$ cat src/rtl/core/tmcw_pkg.sv
// Shared constants and controller/datapath interface types for the text console writer.
package tmcw_pkg;

  localparam int COLUMNS = 80;
  localparam int ROWS    = 25;
  localparam int CELLS   = COLUMNS * ROWS;

  localparam int ADDR_W = $clog2(CELLS);
  localparam int COL_W  = $clog2(COLUMNS);
  localparam int ROW_W  = $clog2(ROWS);

  localparam int CODE_W     = 8;
  localparam int IDX_W      = 11;
  localparam int CELL_W     = 16;
  localparam int COLOR_W    = 4;
  localparam int OUT_COL_W  = 7;
  localparam int OUT_ROW_W  = 5;
  localparam int CFG_IDX_W  = 1;

  localparam logic [CODE_W-1:0] NEWLINE_CODE = 8'h0A;
  localparam logic [CODE_W-1:0] SPACE_CODE   = 8'h20;
  localparam logic [CELL_W-1:0] RESET_CELL   = 16'h0720;

  localparam logic [COLOR_W-1:0] FG_RESET = 4'd7;
  localparam logic [COLOR_W-1:0] BG_RESET = 4'd0;

  localparam logic [CFG_IDX_W-1:0] REG_FG_COLOR = 1'd0;
  localparam logic [CFG_IDX_W-1:0] REG_BG_COLOR = 1'd1;

  localparam logic CMD_PUT  = 1'b0;
  localparam logic CMD_READ = 1'b1;

  typedef struct packed {
    logic clear_wr;
    logic accept;
    logic copy_rd;
    logic fill_wr;
    logic load_read;
    logic load_scroll;
    logic cnt_inc;
    logic cnt_clr;
  } tmcw_cmd_t;

  typedef struct packed {
    logic is_read;
    logic put_scroll;
    logic out_free;
    logic cnt_at_end;
    logic cnt_at_copy_end;
  } tmcw_status_t;

endpackage

$ cat src/rtl/core/tmcw_ctrl.sv
// Sequencer for the console writer: clearing pass, put/read issue, scroll copy and fill.
module tmcw_ctrl
  import tmcw_pkg::*;
(
  input  logic         clk,
  input  logic         rst_n,
  input  logic         in_tvalid,
  output logic         in_tready,
  input  tmcw_status_t st,
  output tmcw_cmd_t    cmd
);

  localparam logic [2:0] ST_CLEAR = 3'd0;
  localparam logic [2:0] ST_IDLE  = 3'd1;
  localparam logic [2:0] ST_READ  = 3'd2;
  localparam logic [2:0] ST_COPY  = 3'd3;
  localparam logic [2:0] ST_DRAIN = 3'd4;
  localparam logic [2:0] ST_FILL  = 3'd5;

  logic [2:0] state_r;
  logic [2:0] state_nxt;
  logic       acc;

  assign in_tready = (state_r == ST_IDLE) && st.out_free;
  assign acc       = in_tvalid && in_tready;

  always_comb begin
    state_nxt = state_r;
    cmd       = '0;
    unique case (state_r)
      ST_CLEAR: begin
        cmd.clear_wr = 1'b1;
        cmd.cnt_inc  = 1'b1;
        if (st.cnt_at_end) begin
          cmd.cnt_clr = 1'b1;
          state_nxt   = ST_IDLE;
        end
      end
      ST_IDLE: begin
        cmd.accept = acc;
        if (acc) begin
          priority if (st.is_read) begin
            state_nxt = ST_READ;
          end else if (st.put_scroll) begin
            state_nxt = ST_COPY;
          end
        end
      end
      ST_READ: begin
        cmd.load_read = 1'b1;
        state_nxt     = ST_IDLE;
      end
      ST_COPY: begin
        cmd.copy_rd = 1'b1;
        cmd.cnt_inc = 1'b1;
        if (st.cnt_at_copy_end) begin
          state_nxt = ST_DRAIN;
        end
      end
      ST_DRAIN: begin
        state_nxt = ST_FILL;
      end
      ST_FILL: begin
        cmd.fill_wr = 1'b1;
        cmd.cnt_inc = 1'b1;
        if (st.cnt_at_end) begin
          cmd.cnt_clr     = 1'b1;
          cmd.load_scroll = 1'b1;
          state_nxt       = ST_IDLE;
        end
      end
      default: begin
        state_nxt = ST_CLEAR;
      end
    endcase
  end

  always_ff @(posedge clk) begin
    if (!rst_n) begin
      state_r <= ST_CLEAR;
    end else begin
      state_r <= state_nxt;
    end
  end

  a_copy_runs_to_end: assert property (@(posedge clk) disable iff (!rst_n)
    (state_r == ST_COPY && !st.cnt_at_copy_end) |=> (state_r == ST_COPY))
    else $error("scroll copy left before the last source row");

  a_scroll_put_copies: assert property (@(posedge clk) disable iff (!rst_n)
    (acc && !st.is_read && st.put_scroll) |=> (state_r == ST_COPY))
    else $error("scrolling put did not start the copy");

endmodule

$ cat config.mk
export PLATFORM = sky130hd
export DESIGN_NAME = tmcw_ctrl
export DESIGN_NICKNAME = d
export VERILOG_FILES = /design/src/rtl/core/tmcw_pkg.sv /design/src/rtl/core/tmcw_ctrl.sv
export SDC_FILE = /design/constraint.sdc
export NUM_CORES = 1
export LEC_CHECK = 0
export BUFFER_PORTS_ARGS = -buffer_cell sky130_fd_sc_hd__clkbuf_2
export CAP_MARGIN = 30
export CORE_AREA = 4 4 41 43
export DETAILED_ROUTE_END_ITERATION = 6
export DIE_AREA = 0 0 45 47
export GPL_ROUTABILITY_DRIVEN = 0
export GPL_TIMING_DRIVEN = 0
export PLACE_DENSITY_LB_ADDON = 0.05
export SLEW_MARGIN = 20
export SYNTH_ARGS = -nofsm -noshare
export SYNTH_HDL_FRONTEND = slang
export SYNTH_SLANG_ARGS = --single-unit
export TNS_END_PERCENT = 50
$ cat constraint.sdc
create_clock -name clk -period 1.2 [get_ports clk]
set_input_delay 0.06 -clock clk [delete_from_list [all_inputs] [get_ports clk]]
set_output_delay 0.06 -clock clk [all_outputs]
set_load 0.03 [all_outputs]
# After elaboration in Yosys (flattened, before gate mapping)
# Cells that the tools add are included.
# totals
word_cells	31
inputBits	8
register_bits	3
output_inout_bits	9
# op_classes
n_reduce_logical	6
eq_ne	9
muxes	15
# ops
operator	n
3-bit two-way mux	5
3-bit one-hot mux with 5 select lines	1
1-bit two-way mux	9
3-bit by 2-bit equality test with 1-bit output (second input constant)	2
3-bit equality test (second input constant)	2
2-bit inequality test (second input constant)	2
4-bit AND reduction	1
3-bit by 1-bit equality test with 1-bit output (second input constant)	1
3-bit logical NOT	1
3-bit inequality test (second input constant)	1
3-bit OR reduction	1
1-bit logical AND	2
2-bit by 1-bit inequality test with 1-bit output (second input constant)	1
2-bit OR reduction	1

# Longest topological paths before layout
# depth
depth_word	5
depth_mapped	4
mapped_depth_nobuf	3

# Least setup slack after synthesis
# OpenSTA, ideal clock, no wires.
# synth_timing
path_kind	register to output
from	register state_r[1]
to	output port cmd[1] (netlist name)
n_path_buf	1
stages_incl_launch_ff	4
required_time_ns	1.140
path_slack_ns	-0.386
t_arrival_ns	1.526
cell_sequence	dfxtp_1 -> buf_6 -> nor3_1 -> or3_1
# synth_lines
element	line_no	text
from (decl)	tmcw_ctrl.sv:20	logic [2:0] state_r;
from (signal assigned)	tmcw_ctrl.sv:82	state_r <= state_nxt;
to (decl)	tmcw_ctrl.sv:10	output tmcw_cmd_t cmd

==> flow_metrics.py <==
metrics = {
    "global_route": {
        "grt_usage_pct": 10.5,
        "gr-total-overflow": 0,
        "grt_pass1_vias": 382,
        "grt_pass1_wl_mm": 1.62,
        "antenna_found_initial": 0,
        "grt_max_degree": 7,
    },
    "clocking": {
        "cts_hold_buf": 0,
        "htreeDepth": 1,
        "clock_sinks": 3,
        "clockBufferDepth": 2,
        "cts-root-buf": "clkbuf_4",
        "numCtsBuffers": 3,
        "path_clk_slew_ns": 0.04,
        "clock_latency_ns": 0.23,
        "cts_tree": "yes",
    },
    "setup_path": {
        "cp-end-kind": "primary output",
        "worstPathArrival_ns": 1.36,
        "crit_path_start_kind": "flop",
        "critical_path_class": "reg2out",
        "cp.required_ns": 1.14,
        "critical_path.max_fanout": 5,
    },
    "yosys": {
        "synth_area_sq_um": 294,
        "ys_ff_latch": 3,
        "synth_area_per_cell_sq_um": 7.35,
        "yosysUniqueCellTypes": 24,
        "synth_top_cell_area_share_pct": 20.4,
        "seq_area_frac_synth_pct": 20.4,
        "synth_warnings": 0,
        "synth_area_leader_cell": "dfxtp_1",
        "syn_inst": 40,
        "syn_nets": 48,
        "synth_area_leaders": "dfxtp_1, nor2b_1, o32ai_2",
    },
    "timing": {
        "worst_pin_slew_ns": 0.217,
        "timing.final.ws_setup_ns": -0.222,
        "fin_crit_sh_pct": 118,
        "rsz0062_at_grt": "yes",
        "hold_viol": 0,
        "fmax_ghz": 0.703,
        "fin_skew_ns": 0.000955,
        "post-route-min-period_ns": 1.42,
        "finalSetupViolCount": 8,
        "relSlewSlack_pct": 85.5,
        "final_max_slew_viol_count": 0,
    },
    "final_layout": {
        "syn2layout_area_growth_pct": 120,
        "nets": 81,
        "largest-register": "state_r",
        "drive_gt1_share_pct": 69.4,
        "design_area_sq_um": 647,
        "finalNonFillerCells": 87,
        "largest_reg_flops": 3,
        "layout_common_cells": "buf_4, clkbuf_2",
        "final_common_cell": "buf_4",
        "top_regs": "state_r x3",
        "diodes": 0,
    },
    "place": {
        "dp.cells": 71,
        "dp_hpwl_microns": 592,
        "placed_area_sq_um": 405,
        "port_buffers": 16,
    },
    "min_path": {
        "holdCritPathClass": "in2reg",
    },
    "pwr": {
        "ir_worst_vdd_mv": 0.531,
        "p_per_area_mw_per_mm2": 1580,
        "p_leak_nw": 0.319,
    },
    "route": {
        "ant_nets": 0,
        "drt-total-wl_microns": 970,
        "drt_drc_violations_left": 0,
        "via_per_inst": 4.63,
        "drtIter0Drc": 3,
        "routedWlPerCell_microns": 11.1,
        "vias": 403,
        "firstDrtPassIters": 3,
    },
    "run_status": {
        "violations": "negative setup slack",
        "status": "finished, violations left",
    },
    "floorplan": {
        "die_h_microns": 47,
        "fp.dieW_microns": 45,
        "ios": 17,
        "rows": 13,
        "core_region_area_sq_mm": 0.00130,
        "initial_utilization_pct": 22.6,
        "die_area_sq_mm": 0.00212,
    },
    "flow_run": {
        "drv_cap": 0,
    },
}
## per-layer routing
layer  global-route usage [%]  vias to the layer above  part of all wire [%]
met3                     4.98                        0                   6.6
li1                         -                      205                     -
met2                     18.9                       11                    50
met5                        0                        -                     0
met1                     11.4                      187                    43
met4                     1.75                        0                     0
## metrics by stage
step / setup WS [ns] / total power, mW / hold WS [ns] / util (%) / TNS (ns)
after floorplan: -0.202 / 0.453 / 0.174 / - / -0.381
after detailed placement: -0.149 / 0.551 / 0.326 / 31.2 / -0.393
after global routing: -0.268 / 1.09 / 0.0759 / 49.7 / -1.69
after global placement: -0.156 / 0.558 / 0.330 / 31.2 / -0.447
final: -0.222 / 1.02 / 0.0778 / 49.7 / -1.23
after CTS: -0.248 / 1.00 / 0.0721 / 48.5 / -1.31
## critical path: stages (launching register included)
cell	delay, ns
dfxtp_2	0.32
buf_6	0.13
or3b_4	0.42
nor2_2	0.10
clkbuf_8	0.16
## Yosys cell counts
library cell	instances
nand2_1	4
nor2_1	4
nor2b_1	4
a21oi_1	3
dfxtp_1	3
inv_1	3
nor3_1	2
a31oi_1	1
and2_1	1
and2_4	1
and3_1	1
buf_2	1
buf_4	1
buf_6	1
mux2i_1	1
nand3_1	1
nor3b_1	1
o211a_1	1
o211ai_1	1
o221ai_1	1
o32ai_2	1
or3_1	1
or3b_4	1
xor2_1	1
## logic make-up (layout without fill, tap and decap cells)
logic type	after synthesis	in the layout	share of synthesized area (%)
buffers and inverters	6	38	11.9
AND/OR/NAND/NOR	21	21	39.6
XOR/XNOR	1	1	2.98
flip-flops	3	3	20.4
multiplexers	1	1	3.40
AO/OA/AOI/OAI	8	8	21.7
## layout make-up
type | instances | area, sq um
fillers | 139 | 654
repair buffers | 29 | 230
flip-flops and latches | 3 | 66.3
plain buffers | 2 | 22.5
inverters | 3 | 11.3
multi-input cells | 31 | 272
clock buffers | 4 | 26.3
well taps | 15 | 18.8
## final timing paths
path,startpoint,to,slack (ns),cells after the start
setup / recovery,state_r[2],cmd[6],-0.22,4
hold reg to reg,state_r[0],state_r[0],0.65,3
setup reg to reg,state_r[2],state_r[0],-0.19,5
hold / removal,rst_n,state_r[1],0.08,3
## what timing repair did
action / 4_1_cts / 5_1_grt
buffers inserted: 10 / 1
gates cloned: 2 / 0
endpoints found under the setup margin: 10 / 11
pin swaps: 7 / 0
resized for setup: 29 / 7
## power breakdown
group          leakage (nW)  switching (mW)  internal (mW)  total, mW
Combinational         0.278           0.318          0.379      0.698
Clock                0.0150          0.0519          0.125      0.176
Sequential           0.0261          0.0225          0.125      0.148
No activity file was read; power rests on OpenSTA's default activity.
